**src/hw/rtl/jde_delay.sv**
```systemverilog
// Shift line that carries side values alongside the cell chains so that
// they meet the chain outputs. No dependencies.
`default_nettype none
module jde_delay #(
   parameter int unsigned WIDTH = 8,
   parameter int unsigned DEPTH = 2
) (
   input  wire logic             clock,
   input  wire logic             enable,
   input  wire logic [WIDTH-1:0] din,
   output logic      [WIDTH-1:0] dout
);
   logic [WIDTH-1:0] tap_ff [DEPTH];

   always_ff @(posedge clock) begin
      if (enable) begin
         tap_ff[0] <= din;
         for (int i = 1; i < DEPTH; i++) begin
            tap_ff[i] <= tap_ff[i-1];
         end
      end
   end

   assign dout = tap_ff[DEPTH-1];
endmodule
`default_nettype wire
```
**config.mk**
```make
export PLATFORM = sky130hd
export DESIGN_NAME = jde_delay
export DESIGN_NICKNAME = d
export VERILOG_FILES = /design/src/hw/rtl/jde_delay.sv
export SDC_FILE = /design/constraint.sdc
export NUM_CORES = 1
export LEC_CHECK = 0
export ABC_AREA = 1
export BUFFER_PORTS_ARGS = -buffer_cell sky130_fd_sc_hd__buf_2
export CORE_AREA = 2 2 39 41
export DETAILED_ROUTE_END_ITERATION = 6
export DIE_AREA = 0 0 41 43
export PLACE_DENSITY = 0.72
export SLEW_MARGIN = 40
export SYNTH_ARGS = -nofsm -noshare
export SYNTH_HDL_FRONTEND = slang
export SYNTH_SLANG_ARGS = --single-unit
export TNS_END_PERCENT = 1
```
**constraint.sdc**
```tcl
create_clock -name clock -period 1 [get_ports clock]
set_input_delay 0.2 -clock clock [delete_from_list [all_inputs] [get_ports clock]]
set_output_delay 0.2 -clock clock [all_outputs]
set_load 0.005 [all_outputs]
```
==> key figures <==
Synth
  • Share of synthesized registers carrying an async set or reset: 0
  • Yosys synthesis warning count: 0
  • Distinct cell type count after synthesis: 2
  • Netlist area before placement: 541 um2
  • Number of flops mapped to enable cells by yosys: 16
  • Post-synth net total: 34
  • Top cells by area in the synthesized netlist: sky130_fd_sc_hd__edfxtp_1, sky130_fd_sc_hd__buf_4
  • Synth Flop Type: sky130_fd_sc_hd__edfxtp_1
  • Cells after Synth: 24
  • Post-synthesis area per instance: between 20 and 25 um2
  • Most common library cells after synthesis: sky130_fd_sc_hd__edfxtp_1, sky130_fd_sc_hd__buf_4
  • Share of the yosys chip area belonging to registers: 0.889
  • Most instantiated library cell after synthesis: sky130_fd_sc_hd__edfxtp_1
  • Fraction of post-synthesis cell area in the top cell type by area: 0.889
  • Cell type contributing the most total cell area after synthesis: sky130_fd_sc_hd__edfxtp_1
  • Yosys reg bits: 16

Die
  • Initial core utilization: 0.391
  • Placeable Area: between 1000 and 1500 um2
  • Die span in x: between 40 and 50 um
  • Top-level port count: 18
  • Die boundary height: between 40 and 50 um
  • FP Rows: 14
  • Die outline area: 1760 um2

Critical path
  • Classification of the worst setup path: reg -> out
  • Endpoint of the worst-slack reg-to-reg timing path: tap_ff[0][8]$_DFFE_PP_
  • Total buffers and inverters traversed by the critical path: 1
  • R2R Path Start: tap_ff[0][0]$_DFFE_PP_
  • Worst r2r path cells: 0
  • Endpoint required time on the critical path: about 0.80 ns
  • Peak fanout along the critical path: 1
  • Arrival time of the worst setup path: 0.79 ns
  • Sort of element at the end of the critical path: output port
  • Family with the most delay on the worst path: flip-flops
  • Series of cell instances along the critical path: buf_2
  • Library cell contributing the largest single delay on the critical path: sky130_fd_sc_hd__edfxtp_1
  • Largest stage delay on the critical path: 0.38 ns
  • Startpoint type of the worst setup path: flop
  • Register-to-register setup slack: about 0.38 ns

Route
  • Post-DRT Antenna Nets: 0
  • Post-Route WL: 536 um
  • Drt drc: 0
  • Vias: 213
  • Detailed-router iteration count before antenna repair: 2
  • Drt first-iter violations: 6
  • Vias per std cell: approximately 4
  • Detail-routed net length per standard cell: slightly above 10 um

STA
  • Min cycle time layout: between 0.9 and 1 ns
  • Setup tns final: 0 ns
  • Maximum frequency from static timing analysis: 1010 MHz
  • Slew of the pin with the lowest slew margin: 0.323 ns
  • Count of pins over their slew limit: 0
  • Unrepaired setup endpoints after global routing: true
  • Portion of the clock cycle consumed by the worst path in the final layout: 0.986
  • Endpoints failing setup: 0
  • Final hold vios: 0
  • Skew final: 0.00580 ns
  • Slew margin rel.: 0.784

Cells and area
  • Top reg by flops: tap_ff
  • Largest register FFs: 16
  • ANT cells: 0
  • Multi-input combinational cell area: 0 um2
  • Layout-stage area growth over the synthesis result: 13.2%
  • Count of multi-input gates: 0
  • Biggest regs: tap_ff x16
  • Nets: 48
  • Post-route standard cell area excluding fillers: 612 um2
  • Fraction of final layout cells sized beyond drive strength 1: 0.541

Power and ir drop
  • Max IR drop VDD: around 0.73 mV
  • Static leakage power: ~0.24 nW
  • Total Power Consumption: 0.00117 W
  • Pwr/cell area: 1910 nW/um2

GRT
  • Pin count of the biggest net entering global routing: 17
  • Initial antenna violation count: 0
  • Global route total overflow: 0
  • Global-route usage over all layers: 0.0783
  • Via count of the first global-routing pass: 189
  • Wire length of the first global-routing pass: slightly above 800 um

Placement
  • # port buffers: 17
  • Gpl congestion: 0.603
  • Instance area after placement: 586 um2

Worst hold path
  • Hold path cells: 1
  • Worst Hold End: tap_ff[0][5]$_DFFE_PP_
  • Tightest Hold Check Type: in -> reg
  • Hold Startpoint: din[5]

Run
  • Max-capacitance violation count: 0

CTS
  • Total of cells resized after clock tree synthesis: 0
  • Clock tree from TritonCTS: done
  • Clock slew seen by the registers of the worst setup and hold paths: roughly 0.080 ns
  • Master cell of the clock root buffer: sky130_fd_sc_hd__clkbuf_4
  • Hold buffer count at cts: 0
  • Maximum buffer depth of the clock tree: 2
  • Clock latency on the worst-skew pair: 0.27 ns
  • Setup Fix Bufs, Post-CTS: 0
  • Number of clock buffers inserted by TritonCTS: 3
  • Clock Sinks: 16
  • H-Tree Level Count: 1

Status
  • Result of the run: finished clean
[cells in the final DEF (no fill, tap or decap), drive strengths merged]
| master | n |
|---|---|
| edfxtp | 16 |
| buf | 17 |
| clkinv | 1 |
| clkbuf | 3 |
[cell type report]
type	instances	area (um2)
well taps	16	20.0
clock inverters	1	3.75
repair buffers	17	85.1
flip-flops and latches	16	480
clock buffers	3	22.5
fillers	133	772
[how the worst max path moves through the flow]
stage               slack (ns)                     from  depth (start not counted)                       to
floorplan                 0.33   tap_ff[0][8]$_DFFE_PP_                          1                  dout[0]
global placement          0.19                   enable                          1  tap_ff[0][12]$_DFFE_PP_
detailed placement        0.16                   enable                          1   tap_ff[0][2]$_DFFE_PP_
CTS                     -0.009  tap_ff[0][10]$_DFFE_PP_                          1                  dout[2]
global route             -0.04  tap_ff[0][10]$_DFFE_PP_                          1                  dout[2]
finish                    0.01  tap_ff[0][10]$_DFFE_PP_                          1                  dout[2]
[through the flow]
stage	util	hold slack (ns)	setup slack (ns)	instances
3_5_place_dp	0.423	0.378	0.157	49
5_1_grt	0.442	0.0696	-0.0366	53
2_1_floorplan	-	0.299	0.333	24
3_3_place_gp	0.423	0.377	0.186	49
6_report	0.442	0.0941	0.0141	53
4_1_cts	0.442	0.0832	-0.00933	53
[power by group]
group	total, W	switching [W]	internal, W
sequential	0.000804	0.00000987	0.000794
combinational	0.0000495	0.0000241	0.0000254
clock	0.000318	0.000173	0.000144
total	0.00117	0.000207	0.000964
[kinds of logic (layout without fill, tap and decap cells)]
family                 Yosys count  in the layout  synth area share
buffers and inverters            8             21             0.111
flip-flops                      16             16             0.889
[layer usage]
metal  vias up  wire length [um]  GRT usage
met4         0                 0     0.0800
li1        106                 -          -
met2        15               263      0.109
met5         -                 0          0
met3         0                80     0.0314
met1        92               192     0.0806
[what timing repair did]
item,in CTS,in global routing
endpoints found under the setup margin,1,5
cloned,0,0
pin swaps,0,0
No activity file was read; power rests on OpenSTA's default activity.
