--- src/hw/rtl/jde_pkg.sv ---
// Package for the Jacobian distortion energy block: field widths, chain
// lengths, register codes and reset values. No dependencies.
`default_nettype none
package jde_pkg;

   localparam int unsigned FRAC_BITS_DEFAULT    = 24;
   localparam int unsigned ENERGY_WIDTH_DEFAULT = 48;

   localparam int unsigned J_WIDTH       = 32;
   localparam int unsigned SIGMA_WIDTH   = 36;
   localparam int unsigned PENALTY_WIDTH = 48;
   localparam int unsigned KIND_WIDTH    = 2;
   localparam int unsigned CSR_DATA_W    = 64;
   localparam int unsigned CSR_ADDR_W    = 4;

   // Sum of the four squared entries, and the radicands of q and r.
   localparam int unsigned SQ_SUM_W = 2 * J_WIDTH + 1;
   localparam int unsigned MAG_W    = J_WIDTH + 1;
   localparam int unsigned X_W      = 2 * MAG_W;

   localparam int unsigned SQ_STEPS = X_W / 2;
   localparam int unsigned SQ_RES_W = SQ_STEPS;
   localparam int unsigned SQ_REM_W = SQ_RES_W + 2;

   localparam int unsigned DIV_D_W   = 63;
   localparam int unsigned DIV_Q_W   = 64;
   localparam int unsigned DIV_STEPS = DIV_Q_W;

   localparam int unsigned SIG_W     = 35;
   localparam int unsigned MAG_S_W   = 34;
   localparam int unsigned ARAP_SUM_W = 2 * MAG_S_W + 1;
   localparam int unsigned VAL_W     = 66;

   localparam logic [PENALTY_WIDTH-1:0] PENALTY_RESET = 48'h989680000000;

   typedef enum logic [KIND_WIDTH-1:0] {
      KIND_DIRICHLET,
      KIND_SYM_DIRICHLET,
      KIND_ARAP,
      KIND_ASAP
   } energy_kind_type;

   typedef enum logic {
      REG_ENERGY_KIND,
      REG_FLIP_PENALTY
   } reg_index_type;

endpackage
`default_nettype wire

--- src/hw/rtl/jde_div_cell.sv ---
// One restoring division step: shifts a dividend bit into the remainder
// and a quotient bit into the dividend word, registered. Depends on jde_pkg.
`default_nettype none
module jde_div_cell (
   input  wire logic                        clock,
   input  wire logic                        enable,
   input  wire logic [jde_pkg::DIV_D_W-1:0] rem_i,
   input  wire logic [jde_pkg::DIV_Q_W-1:0] word_i,
   input  wire logic [jde_pkg::DIV_D_W-1:0] d_i,
   output logic      [jde_pkg::DIV_D_W-1:0] rem_o,
   output logic      [jde_pkg::DIV_Q_W-1:0] word_o,
   output logic      [jde_pkg::DIV_D_W-1:0] d_o
);
   import jde_pkg::*;

   logic [DIV_D_W:0]   full;
   logic [DIV_D_W:0]   diff;
   logic [DIV_D_W-1:0] rem_in;
   logic [DIV_Q_W-1:0] word_in;
   logic [DIV_D_W-1:0] rem_ff;
   logic [DIV_Q_W-1:0] word_ff;
   logic [DIV_D_W-1:0] d_ff;

   always_comb begin
      full = {rem_i, word_i[DIV_Q_W-1]};
      diff = full - {1'b0, d_i};
      if (full >= {1'b0, d_i}) begin
         rem_in  = diff[DIV_D_W-1:0];
         word_in = {word_i[DIV_Q_W-2:0], 1'b1};
      end else begin
         rem_in  = full[DIV_D_W-1:0];
         word_in = {word_i[DIV_Q_W-2:0], 1'b0};
      end
   end

   always_ff @(posedge clock) begin
      if (enable) begin
         rem_ff  <= rem_in;
         word_ff <= word_in;
         d_ff    <= d_i;
      end
   end

   assign rem_o  = rem_ff;
   assign word_o = word_ff;
   assign d_o    = d_ff;
endmodule
`default_nettype wire

--- config.mk ---
export PLATFORM = sky130hd
export DESIGN_NAME = jde_div_cell
export DESIGN_NICKNAME = d
export VERILOG_FILES = /design/src/hw/rtl/jde_pkg.sv /design/src/hw/rtl/jde_div_cell.sv
export SDC_FILE = /design/constraint.sdc
export NUM_CORES = 1
export LEC_CHECK = 0
export BUFFER_PORTS_ARGS = -buffer_cell sky130_fd_sc_hd__buf_2
export CORE_MARGIN = 8
export CORE_UTILIZATION = 46
export CTS_CLUSTER_DIAMETER = 150
export CTS_CLUSTER_SIZE = 40
export DETAILED_ROUTE_END_ITERATION = 8
export PLACE_DENSITY = 0.78
export SYNTH_ARGS = -nofsm -noshare
export SYNTH_HDL_FRONTEND = slang
export SYNTH_SLANG_ARGS = --single-unit
--- constraint.sdc ---
create_clock -name clock -period 2.9 [get_ports clock]
set_clock_uncertainty 0.2 [all_clocks]
set_input_delay 0.145 -clock clock [delete_from_list [all_inputs] [get_ports clock]]
set_output_delay 0.145 -clock clock [all_outputs]
set_load 0.02 [all_outputs]
==> flow_metrics.tcl <==
set metrics [dict create \
    slowest_stage "dlygate4sd3_1" \
    period_share 0.971 \
    ir_drop_mv 0.379 \
    required_ns 2.87 \
    area_growth_syn_to_layout_pct 57.3 \
    final_nets 1943 \
    cts_tree "yes" \
    finalCriticalPeriod_ns 2.82 \
    wirelength_mm 38.7 \
    crit_fanout 12 \
    die_h_um 167 \
    final_max_slew_viol_count 0 \
    cts_max_level 4 \
    max_freq_ghz 0.355 \
    status "finished clean" \
    rows 55 \
    design_area_um2 16500 \
    synth-seq-area-share 0.543 \
    critPathLaunchType "input port" \
    synth_top_family_by_area "compound AO/OA/AOI/OAI gates" \
    cpMostUsedCell "buf_4" \
    vias 10485 \
    yosys.area_share.simple 0.114 \
    cts_buffers 17 \
    grt_pass1_vias 10948 \
    drive_gt1_frac 0.371 \
    yosys_register_bits 190 \
    grt_max_degree 78 \
    crit_chain "dlygate4sd3_1 -> buf_2 -> inv_1 -> ha_1 -> and3_1 -> nand3_2 -> nor4_2 -> buf_4 -> o221ai_2 -> and2_4 -> buf_4 -> buf_12 -> nand2_1 -> o21ai_0" \
    port_buffers 381 \
    cp.arrival_ns 2.79 \
    core_area_um2 22500 \
    syn_area_um2 10500 \
    clkTransAtPathRegs_ns 0.08 \
    grt_overflow 0 \
    ys_top_cells_by_area "edfxtp_1 (54%), ha_1 (7.5%), a21oi_1 (5.3%)" \
    final_cells 1985 \
    yosys_warnings 0 \
    routedWlPerCell_um 19.5 \
    drt.antenna.violating_nets 0 \
    start_util 0.467 \
    power.density_nw_per_um2 510 \
    hp-class "in -> reg" \
    antenna_found_initial 1 \
    fill_cells 1482 \
    synth_top_area_share 0.543 \
    die_x_um 167 \
    cts_root_buffer "clkbuf_16" \
    synth.avg_cell_area_um2 10.9 \
    boundaryPins 382 \
    rsz0062_at_grt "yes" \
    clockBufferDepth 2 \
    tightest_slew_ns 0.666 \
    postSynthCellCount 965 \
    synth-edff-count 190 \
    viasPerCell 5.28 \
    die_area_um2 27900 \
    crit_type "in -> reg" \
    gp_congestion 0.895 \
    synth-xor-area-share 0.0467 \
    synth_ff_type "edfxtp_1" \
    synth_top_cell_by_area "edfxtp_1" \
    synth.distinct_cells 65 \
    synth_nets 1221 \
    groute.usage.overall 0.266 \
    p_leak_nw 7.53 \
    drt_iter0_markers 768 \
    grt_pass1_wl_mm 59.0 \
    synth-compound-area-share 0.170 \
    synthMuxAreaShare 0.00107 \
    slew_headroom 0.556 \
    async_reset_ff_frac 0 \
    dp.cells 1758 \
    clock_sinks 190 \
    dpl_cell_area_um2 13900 \
    multiInputGateArea_um2 4370 \
    synth_fa_ha_area_frac 0.0770 \
    critPathMaxStageDelay_ns 0.53 \
    hold_viol 0 \
    dp_hpwl_mm 27.6 \
    setup_viol 0 \
    cap_violations 0 \
    cp-end-kind "flop" \
    drc 0 \
    drtPass1Iterations 5 \
    register_area_um2 5710 \
]
==> logic make-up after synthesis <==
family                     count (synthesis)
AOI/OAI and AO/OA                        284
xor gates and xnor gates                  56
adders and majority gates                 64
buffers and inverters                    121
DFF                                      190
muxes                                      1
and+or+nand+nor                          249
==> worst max-delay path, delay by kind of cell <==
kind / cells / cell delay [ns]
AO/OA/AOI/OAI: 2 / 0.19
buffers and inverters: 6 / 1.20
adder cells (fa/ha/maj): 1 / 0.28
AND/OR/NAND/NOR: 5 / 0.96
==> cell usage in the layout, fill, tap and decap left out, types with 4 or more instances in the layout <==
cell	n
o31ai_1	7
xnor2_1	23
buf_12	6
o21ai_0	50
nor2_1	75
buf_4	166
nand2b_1	8
or2_2	4
xor2_1	33
ha_1	60
nand4_1	24
o21ai_1	7
nand2_1	67
clkbuf_16	17
edfxtp_1	190
a21oi_2	15
dlygate4sd3_1	190
inv_1	78
nor3_1	16
o211ai_1	6
a31oi_1	5
a211oi_1	4
o21a_1	8
inv_8	5
nand3_1	12
nor2b_1	6
o21bai_1	11
buf_2	380
nor4_1	4
a21o_1	34
and3_1	8
a21oi_1	108
==> sequential cells by signal, indices dropped and copies added (netlist names) <==
signal  count
d_o        63
rem_o      63
word_o     64
==> stage by stage <==
step	TNS [ns]	utilization	setup WS (ns)	hold slack [ns]	power (mW)
final	0	0.734	0.0827	0.127	8.43
after global routing	-0.136	0.734	-0.0404	0.144	8.76
after CTS	0	0.729	0.00587	0.104	8.37
after detailed placement	-11.70	0.619	-0.338	0.123	5.88
after global placement	-7.87	0.619	-0.263	0.122	5.83
after floorplan	0	-	0.00792	0.0439	4.81
==> what timing repair did <==
| action | CTS | global route |
|---|---|---|
| endpoints found under the hold margin | 189 | 0 |
| gates resized for setup | 0 | 19 |
| hold buffers | 190 | 0 |
| endpoints found under the setup margin | 0 | 48 |
| setup buffers | 0 | 4 |
==> layer usage <==
metal	global-route usage	up-vias	share of wire
li1	-	4980	-
met3	0.0730	87	0.076
met4	0.0826	0	0.028
met1	0.293	4955	0.38
met2	0.488	463	0.51
met5	0	-	0
==> Yosys cell counts, drive strengths merged, types with 2 or more instances <==
master / n
o21a: 8
buf: 14
clkbuf: 28
a22oi: 2
a211oi: 6
o2111ai: 2
nand3: 13
nor3b: 3
nand2: 68
o221ai: 3
and3: 8
nor3: 17
o21ai: 58
nand4: 24
o31ai: 7
and4: 3
xor2: 33
a21o: 34
or2: 5
nor4: 6
a21boi: 3
xnor2: 23
o31a: 3
and2: 4
a221oi: 2
a31oi: 5
inv: 79
o211ai: 7
a41oi: 3
nor2: 77
nand2b: 8
edfxtp: 190
o21bai: 11
a21oi: 123
ha: 63
or3: 3
nor2b: 8
==> final timing paths <==
kind,to,cells past startpoint,start
setup / recovery,rem_o[40]$_DFFE_PP_,14,d_i[58]
hold / removal,rem_o[18]$_DFFE_PP_,4,rem_i[17]
==> layout make-up <==
cell class / count / area share
Inverter: 79 / 0.0187
Multi-Input combinational cell: 654 / 0.265
Timing Repair Buffer: 744 / 0.314
Sequential cell: 190 / 0.345
Clock buffer: 17 / 0.0258
Tap cell: 285 / 0.0216
Clock inverter: 14 / 0.00886
Timing Repair inverter: 1 / 0.000530
Antenna cell: 1 / 0.000151
==> power by group <==
part | internal, mW | switching [mW] | leakage [nW] | total [mW]
Sequential | 3.38 | 0.0768 | 1.86 | 3.46
Clock | 1.14 | 1.17 | 0.271 | 2.31
Combinational | 1.16 | 1.50 | 5.40 | 2.66
Total | 5.68 | 2.75 | 7.53 | 8.43
Power figures use the tool's default switching activity.
