$ cat src/hw/rtl/jde_pkg.sv
// Package for the Jacobian distortion energy block: field widths, chain
// lengths, register codes and reset values. No dependencies.
`default_nettype none
package jde_pkg;

   localparam int unsigned FRAC_BITS_DEFAULT    = 24;
   localparam int unsigned ENERGY_WIDTH_DEFAULT = 48;

   localparam int unsigned J_WIDTH       = 32;
   localparam int unsigned SIGMA_WIDTH   = 36;
   localparam int unsigned PENALTY_WIDTH = 48;
   localparam int unsigned KIND_WIDTH    = 2;
   localparam int unsigned CSR_DATA_W    = 64;
   localparam int unsigned CSR_ADDR_W    = 4;

   // Sum of the four squared entries, and the radicands of q and r.
   localparam int unsigned SQ_SUM_W = 2 * J_WIDTH + 1;
   localparam int unsigned MAG_W    = J_WIDTH + 1;
   localparam int unsigned X_W      = 2 * MAG_W;

   localparam int unsigned SQ_STEPS = X_W / 2;
   localparam int unsigned SQ_RES_W = SQ_STEPS;
   localparam int unsigned SQ_REM_W = SQ_RES_W + 2;

   localparam int unsigned DIV_D_W   = 63;
   localparam int unsigned DIV_Q_W   = 64;
   localparam int unsigned DIV_STEPS = DIV_Q_W;

   localparam int unsigned SIG_W     = 35;
   localparam int unsigned MAG_S_W   = 34;
   localparam int unsigned ARAP_SUM_W = 2 * MAG_S_W + 1;
   localparam int unsigned VAL_W     = 66;

   localparam logic [PENALTY_WIDTH-1:0] PENALTY_RESET = 48'h989680000000;

   typedef enum logic [KIND_WIDTH-1:0] {
      KIND_DIRICHLET,
      KIND_SYM_DIRICHLET,
      KIND_ARAP,
      KIND_ASAP
   } energy_kind_type;

   typedef enum logic {
      REG_ENERGY_KIND,
      REG_FLIP_PENALTY
   } reg_index_type;

endpackage
`default_nettype wire

$ cat src/hw/rtl/jde_sqrt_cell.sv
// One digit step of the integer square root chain: two radicand bits in,
// one root bit out, registered. Depends on jde_pkg.
`default_nettype none
module jde_sqrt_cell (
   input  wire logic                         clock,
   input  wire logic                         enable,
   input  wire logic [jde_pkg::X_W-1:0]      x_i,
   input  wire logic [jde_pkg::SQ_REM_W-1:0] rem_i,
   input  wire logic [jde_pkg::SQ_RES_W-1:0] res_i,
   output logic      [jde_pkg::X_W-1:0]      x_o,
   output logic      [jde_pkg::SQ_REM_W-1:0] rem_o,
   output logic      [jde_pkg::SQ_RES_W-1:0] res_o
);
   import jde_pkg::*;

   logic [SQ_REM_W+1:0] full;
   logic [SQ_REM_W+1:0] trial;
   logic [SQ_REM_W+1:0] diff;
   logic [X_W-1:0]      x_in;
   logic [SQ_REM_W-1:0] rem_in;
   logic [SQ_RES_W-1:0] res_in;
   logic [X_W-1:0]      x_ff;
   logic [SQ_REM_W-1:0] rem_ff;
   logic [SQ_RES_W-1:0] res_ff;

   always_comb begin
      full  = {rem_i, x_i[X_W-1 -: 2]};
      trial = (SQ_REM_W + 2)'({res_i, 2'b01});
      diff  = full - trial;
      x_in  = x_i << 2;
      if (full >= trial) begin
         rem_in = diff[SQ_REM_W-1:0];
         res_in = {res_i[SQ_RES_W-2:0], 1'b1};
      end else begin
         rem_in = full[SQ_REM_W-1:0];
         res_in = {res_i[SQ_RES_W-2:0], 1'b0};
      end
   end

   always_ff @(posedge clock) begin
      if (enable) begin
         x_ff   <= x_in;
         rem_ff <= rem_in;
         res_ff <= res_in;
      end
   end

   assign x_o   = x_ff;
   assign rem_o = rem_ff;
   assign res_o = res_ff;
endmodule
`default_nettype wire

$ cat config.mk
export PLATFORM = sky130hd
export DESIGN_NAME = jde_sqrt_cell
export DESIGN_NICKNAME = d
export VERILOG_FILES = /design/src/hw/rtl/jde_pkg.sv /design/src/hw/rtl/jde_sqrt_cell.sv
export SDC_FILE = /design/constraint.sdc
export NUM_CORES = 1
export LEC_CHECK = 0
export ABC_AREA = 0
export BUFFER_PORTS_ARGS = -buffer_cell sky130_fd_sc_hd__clkbuf_2
export CAP_MARGIN = 15
export CORE_MARGIN = 2
export CORE_UTILIZATION = 25
export CTS_CLUSTER_SIZE = 8
export DETAILED_ROUTE_END_ITERATION = 10
export PLACE_DENSITY = 0.48
export SLEW_MARGIN = 20
export SYNTH_ARGS = -nofsm -noshare
export SYNTH_HDL_FRONTEND = slang
export SYNTH_SLANG_ARGS = --single-unit
$ cat constraint.sdc
create_clock -name clock -period 7.6 [get_ports clock]
set_clock_uncertainty 0.05 [all_clocks]
set_input_delay 0 -clock clock [delete_from_list [all_inputs] [get_ports clock]]
set_output_delay 0 -clock clock [all_outputs]
set_load 0.005 [all_outputs]
==> results of run 1 <==
[flip-flops by register name, indices dropped and copies added (netlist names)]
signal,count
res_o,33
rem_o,35
x_o,64
[layer usage]
metal	GRT usage, %	wire length [um]
met2	23.6	9450
met1	18.5	9330
met5	0	0
met3	3.78	1130
met4	3.67	216
[final cells by class]
type,count,area [sq um]
clock buffer,18,429
multi-input combinational,298,2380
timing repair buffer,400,2670
antenna,2,5.00
sequential,132,3960
clock inverter,14,165
fill,2569,15900
tap,335,419
inverter,41,154
[logic make-up after synthesis]
group / Yosys count / share of synthesized area (%)
multiplexers: 34 / 7.14
AO/OA/AOI/OAI: 107 / 11.3
adder cells (fa/ha/maj): 35 / 6.61
other: 1 / 0.0566
XOR/XNOR: 33 / 4.36
AND/OR/NAND/NOR: 87 / 6.40
buffers and inverters: 59 / 4.32
flip-flops: 132 / 59.8
[layout by cell type, fill, tap and decap left out, drive strengths merged, types with 3 or more instances in the layout]
master	instances
a21oi	30
a21o	26
xnor2	19
nor2b	4
nor2	22
xor2	14
nand2	25
o221ai	4
buf	3
inv	48
clkbuf	284
ha	35
a31o	4
clkinvlp	4
edfxtp	132
mux2i	3
nand4	8
o21bai	3
nand3	9
o21a	4
and3	4
nor4	3
o211ai	3
mux2	31
o21ai	13
dlygate4sd3	131
[cells in the mapped netlist (2+ instances only)]
cell type	instances
sky130_fd_sc_hd__edfxtp_1	132
sky130_fd_sc_hd__inv_1	41
sky130_fd_sc_hd__ha_1	35
sky130_fd_sc_hd__a21oi_1	30
sky130_fd_sc_hd__a21o_1	26
sky130_fd_sc_hd__mux2_4	25
sky130_fd_sc_hd__nand2_1	25
sky130_fd_sc_hd__nor2_1	22
sky130_fd_sc_hd__xnor2_1	19
sky130_fd_sc_hd__xor2_1	14
sky130_fd_sc_hd__o21ai_0	12
sky130_fd_sc_hd__clkbuf_1	10
sky130_fd_sc_hd__nand3_1	9
sky130_fd_sc_hd__nand4_1	8
sky130_fd_sc_hd__mux2_2	6
sky130_fd_sc_hd__and3_1	4
sky130_fd_sc_hd__nor2b_1	4
sky130_fd_sc_hd__o221ai_1	4
sky130_fd_sc_hd__a31o_2	3
sky130_fd_sc_hd__buf_12	3
sky130_fd_sc_hd__mux2i_1	3
sky130_fd_sc_hd__o21a_1	3
sky130_fd_sc_hd__o21bai_1	3
sky130_fd_sc_hd__a2111oi_2	2
sky130_fd_sc_hd__a211oi_1	2
sky130_fd_sc_hd__a311oi_1	2
sky130_fd_sc_hd__a31oi_1	2
sky130_fd_sc_hd__buf_4	2
sky130_fd_sc_hd__nand2b_1	2
sky130_fd_sc_hd__nor3_1	2
sky130_fd_sc_hd__nor4_1	2
sky130_fd_sc_hd__o211ai_2	2
sky130_fd_sc_hd__o31a_1	2
sky130_fd_sc_hd__or2_2	2
sky130_fd_sc_hd__or3_1	2
sky130_fd_sc_hd__or4_1	2
[power by group through the flow]
stage	clock [mW]	sequential [mW]	combinational, mW
after floorplan	0	0.940	0.225
after global placement	0	0.930	0.413
after detailed placement	0	0.932	0.415
after CTS	0.892	0.917	0.472
after global routing	0.922	0.923	0.509
final	0.859	0.916	0.465
[worst max-delay path: stages]
cell and delay (ns):
sky130_fd_sc_hd__dlygate4sd3_1 0.53, sky130_fd_sc_hd__clkbuf_2 0.11, sky130_fd_sc_hd__inv_1 0.04, sky130_fd_sc_hd__ha_1 0.38, sky130_fd_sc_hd__o21a_1 0.17, sky130_fd_sc_hd__o211ai_2 0.09
sky130_fd_sc_hd__a311oi_1 0.36, sky130_fd_sc_hd__nor4_2 0.13, sky130_fd_sc_hd__a2111oi_2 0.40, sky130_fd_sc_hd__o21a_2 0.23, sky130_fd_sc_hd__o211a_2 0.63, sky130_fd_sc_hd__buf_4 0.44
sky130_fd_sc_hd__mux2_2 0.37
[worst max path at each step]
| stage | end | depth (start not counted) | slack, ns |
|---|---|---|---|
| 6_report | rem_o[5]$_DFFE_PP_ | 13 | 3.82 |
| 5_1_grt | rem_o[5]$_DFFE_PP_ | 12 | 3.59 |
| 4_1_cts | rem_o[5]$_DFFE_PP_ | 13 | 3.81 |
| 3_5_place_dp | rem_o[5]$_DFFE_PP_ | 12 | 3.91 |
| 3_3_place_gp | rem_o[5]$_DFFE_PP_ | 12 | 3.98 |
| 2_1_floorplan | rem_o[10]$_DFFE_PP_ | 12 | 4.97 |
[metrics by stage]
stage	setup WS [ns]	cells	total power [mW]	area, sq um
after detailed placement	3.91	1075	1.35	8270
after global placement	3.98	1075	1.34	8270
after global routing	3.59	1239	2.35	10200
after CTS	3.81	1238	2.28	10200
final	3.82	1240	2.24	10200
after floorplan	4.97	489	1.17	6630
==> impl_metrics.env, run 1 <==
export IMPL_ys_async_sr_fraction_pct=0
export IMPL_vias_in_the_first_global_route=5456
export IMPL_top_level_ports=270
export IMPL_cell_internal_pwr_mw=1.63
export IMPL_synthesis_yosys_warnings=0
export IMPL_dp_hpwl_um=14900
export IMPL_static_leakage_power_nw=4.61
export IMPL_finalCritPeriodShare_pct=49.7
export IMPL_worst_slew_pin_slew_ns=0.919
export IMPL_timing_slew_headroom_pct=38.7
export IMPL_vias=5360
export IMPL_drt_first_iter_violations=326
export IMPL_worstSetupEndpointType="flop"
export IMPL_fin_tns_setup_ns=0
export IMPL_num_nets_final=1061
export IMPL_cts_repair_timing_setup_buffer_count=0
export IMPL_power_switching_share_pct=27.1
export IMPL_utilization_pct=39.1
export IMPL_critical_path_startpoint="res_i[4]"
export IMPL_die_w_um=167
export IMPL_fp_row_count=59
export IMPL_fin_hold_ws_ns=0.0206
export IMPL_floorplan_core_area_sq_um=26100
export IMPL_worst_ir_drop_vdd_mv=0.136
export IMPL_grt_overflow_total=0
export IMPL_clock_sinks=132
export IMPL_hold_path_startpoint="enable"
export IMPL_critical_path_arrival_ns=3.90
export IMPL_first_drt_pass_iteration_count=4
export IMPL_max_cap_viol_count=0
export IMPL_route_final_wire_length_um=20100
export IMPL_synth_seq_cells=132
export IMPL_setup_viol=0
export IMPL_worst_hold_path_num_cells=1
export IMPL_clk_root_buffer_cell="sky130_fd_sc_hd__clkbuf_16"
export IMPL_start_util_pct=25.4
export IMPL_grt_pass1_wl_um=30600
export IMPL_track_usage_pct=14.2
export IMPL_power_density_cell_area_nw_per_um2=220
export IMPL_sequential_fraction_of_the_synthesis_area_pct=59.8
export IMPL_antenna_found_initial=2
export IMPL_finalWeightedCongestion=0.814
export IMPL_comb_power_share_pct=20.8
export IMPL_synthesis_area_per_instance_sq_um=13.6
export IMPL_fmax_mhz=265
export IMPL_hold_critical_path_endpoint="x_o[33]$_DFFE_PP_"
export IMPL_floorplan_die_height_um=167
export IMPL_antenna_left=0
export IMPL_clock_tree_buffer_depth=2
export IMPL_layout_drive_gt1_share_pct=38.0
export IMPL_maxSlewViolCount=0
export IMPL_final_hold_violation_count=0
export IMPL_cts_resized=0
export IMPL_outcome="finished clean"
export IMPL_synth_top_area_share_pct=59.8
export IMPL_start_kind="input pin"
export IMPL_power_share_sequential_pct=40.9
export IMPL_ratio_of_routed_vias_to_standard_cells=4.32
export IMPL_synth_top_cells_by_area="sky130_fd_sc_hd__edfxtp_1 60%, sky130_fd_sc_hd__ha_1 6.6%, sky130_fd_sc_hd__mux2_4 5.7%"
export IMPL_detailed_route_drc_error_count=0
export IMPL_tritoncts_num_buffers=17
export IMPL_grt_start_max_net_pins=72
export IMPL_floorplan_die_area_sq_um=27800
export IMPL_ys_flop_type="sky130_fd_sc_hd__edfxtp_1"
export IMPL_worstHoldPathType="input pin to flop"
export IMPL_cts_hold_buf=131
export IMPL_power_switching_mw=0.606
export IMPL_io_buffers=267
export IMPL_synth_top_cell_by_area="sky130_fd_sc_hd__edfxtp_1"
export IMPL_grt_setup_unrepaired="false"
export IMPL_worst_path_fanout_max=19
export IMPL_post_drt_wl_per_cell_um=16.2
export IMPL_synth_area_sq_um=6630
export IMPL_worst_setup_path_type="input pin to flop"
export IMPL_syn_instance_count=488
export IMPL_period_needed_ns=3.78
export IMPL_tritoncts="yes"
export IMPL_cts_htree_levels=4
export IMPL_number_of_synthesized_flops_with_an_enable_pin=132
export IMPL_clkTransAtPathRegs_ns=0.07
export IMPL_synth_distinct_cells=57
export IMPL_clock_power_share_pct=38.4
export IMPL_required_ns=7.72
export IMPL_syn_to_final_growth_pct=53.7
(Power assumes the default switching activity.)
==> inputs of run 2 (changes only) <==
==> constraint.sdc (replaced) <==
create_clock -name clock -period 3.93 [get_ports clock]
set_clock_uncertainty 0.05 [all_clocks]
set_input_delay 0 -clock clock [delete_from_list [all_inputs] [get_ports clock]]
set_output_delay 0 -clock clock [all_outputs]
set_load 0.005 [all_outputs]
==> run 2 against run 1 <==
The run now ends with negative hold slack left. Worst setup slack worse by 3.3 ns. Flip-flop and latch count unchanged. Design area about the same. Cell count about the same. Clock-buffer cell count down 1. First-iteration DRC count down 4.6%. Worst hold slack worse by 0.027 ns. Non-clock buffer count up 2.
==> impl_metrics.env, run 2 (synthesized netlist as in run 1, its figures left out) <==
export IMPL_outcome="complete, but fails checks"
export IMPL_failed_checks="negative hold slack"
export IMPL_start_util_pct=25.4
export IMPL_grt_overflow_total=0
export IMPL_tritoncts_num_buffers=17
export IMPL_die_w_um=167
export IMPL_layout_cells_most_common_list="266 x sky130_fd_sc_hd__clkbuf_2, 132 x sky130_fd_sc_hd__edfxtp_1, 131 x sky130_fd_sc_hd__dlygate4sd3_1"
export IMPL_post_drt_wl_per_cell_um=16.2
export IMPL_finalCritPeriodShare_pct=86.0
export IMPL_timing_critical_path_buf_inv=4
export IMPL_tritoncts="yes"
export IMPL_post_layout_nonfiller_instances=1241
export IMPL_finalWeightedCongestion=0.811
export IMPL_flip_flop_count_of_the_largest_register_all_copies_and_words_added=64
export IMPL_worst_hold_path_num_cells=1
export IMPL_top_level_ports=270
export IMPL_vias=5354
export IMPL_vias_in_the_first_global_route=5464
export IMPL_timing_slew_headroom_pct=48.6
export IMPL_fmax_mhz=296
export IMPL_floorplan_die_height_um=167
export IMPL_layout_commonest_cell="sky130_fd_sc_hd__clkbuf_2"
export IMPL_floorplan_core_area_sq_um=26100
export IMPL_max_cap_viol_count=0
export IMPL_syn_to_final_growth_pct=53.8
export IMPL_power_density_cell_area_nw_per_um2=416
export IMPL_static_leakage_power_nw=4.63
export IMPL_antenna_found_initial=1
export IMPL_placedCellCount=1077
export IMPL_worstSetupEndpointType="flop"
export IMPL_route_final_wire_length_um=20100
export IMPL_worstHoldPathType="input pin to flop"
export IMPL_clkTransAtPathRegs_ns=0.07
export IMPL_worst_path_fanout_max=20
export IMPL_antenna_left=0
export IMPL_grt_start_max_net_pins=77
export IMPL_fin_hold_ws_ns=-0.00686
export IMPL_detailed_route_drc_error_count=0
export IMPL_timing_critical_path_slowest_cell_delay_ns=0.53
export IMPL_grt_setup_unrepaired="false"
export IMPL_required_ns=4.05
export IMPL_drt_first_iter_violations=311
export IMPL_setup_viol=0
export IMPL_start_kind="input pin"
export IMPL_first_drt_pass_iteration_count=4
export IMPL_floorplan_die_area_sq_um=27800
export IMPL_fp_row_count=59
export IMPL_layout_drive_gt1_share_pct=38.1
export IMPL_period_needed_ns=3.38
export IMPL_utilization_pct=39.1
export IMPL_worst_ir_drop_vdd_mv=0.222
export IMPL_final_hold_violation_count=6
export IMPL_io_buffers=267
export IMPL_cts_htree_levels=4
export IMPL_worst_setup_path_type="input pin to flop"
export IMPL_clk_root_buffer_cell="sky130_fd_sc_hd__clkbuf_16"
export IMPL_cp_top_family="compound AO/OA/AOI/OAI gates"
export IMPL_dp_hpwl_um=14900
export IMPL_critical_path_arrival_ns=3.50
export IMPL_num_fill_cells=2557
export IMPL_num_nets_final=1063
export IMPL_maxSlewViolCount=0
export IMPL_crit_chain="dlygate4sd3_1 > clkbuf_2 > inv_1 > ha_1 > o21a_1 > o211ai_2 > a311oi_1 > nor4_2 > a2111oi_2 > o21a_2 > o211a_2 > buf_12 > mux2_2"
export IMPL_track_usage_pct=14.3
export IMPL_worst_slew_pin_slew_ns=0.765
export IMPL_ratio_of_routed_vias_to_standard_cells=4.31
export IMPL_crit_cells=13
export IMPL_clock_sinks=132
export IMPL_fin_tns_setup_ns=0
export IMPL_clock_tree_buffer_depth=2
export IMPL_crit_path_top_delay_cell="sky130_fd_sc_hd__dlygate4sd3_1"
export IMPL_cts_resized=0
export IMPL_grt_pass1_wl_um=30700
## run 2: cell types whose count changed in the layout (fill, tap and decap cells not counted), sizes merged
cell / before / now
clkinv: 1 / 6
bufinv: 2 / 0
diode: 2 / 1
clkinvlp: 4 / 1
inv: 48 / 49
buf: 3 / 5
clkbuf: 284 / 283
## run 2: report_power, final
| part | total (mW) | internal [mW] | leakage (nW) | switching (mW) |
|---|---|---|---|---|
| registers | 1.77 | 1.73 | 1.29 | 0.0378 |
| logic | 0.909 | 0.481 | 3.06 | 0.428 |
| clock network | 1.56 | 0.837 | 0.275 | 0.727 |
## run 2: final timing paths
kind                      from                 end  slack (ns)
worst max-delay path  res_i[4]  rem_o[5]$_DFFE_PP_        0.55
worst min-delay path    enable   x_o[17]$_DFFE_PP_      -0.007
## run 2: final cells by class
cell class | count | area (sq um) | area share, %
inverters | 41 | 154 | 1.51
diodes | 1 | 2.50 | 0.0245
clock inverters | 15 | 140 | 1.37
clock buffers | 17 | 425 | 4.17
flip-flops and latches | 132 | 3960 | 38.9
repair buffers | 402 | 2710 | 26.6
multi-input cells | 298 | 2380 | 23.3
well taps | 335 | 419 | 4.11
## run 2: layer usage
metal / share of wire (%) / track usage [%] / vias up
li1: - / - / 2633
met1: 46 / 18.7 / 2501
met2: 47 / 23.4 / 208
met3: 5.9 / 4.02 / 12
met4: 1.0 / 3.64 / 0
met5: 0 / 0 / -
## run 2: metrics by stage
stage               worst slack [ns]  total power, mW  area, sq um
floorplan                       1.30             2.25         6630
global placement               0.762             2.61         8310
detailed placement             0.661             2.61         8310
CTS                            0.573             4.32        10200
global route                   0.425             4.47        10200
finish                         0.549             4.24        10200
## run 2: what timing repair did
| item | in CTS | in global routing |
|---|---|---|
| endpoints found under the hold margin | 131 | 0 |
| buffers inserted | 0 | 0 |
| hold buffers | 131 | 0 |
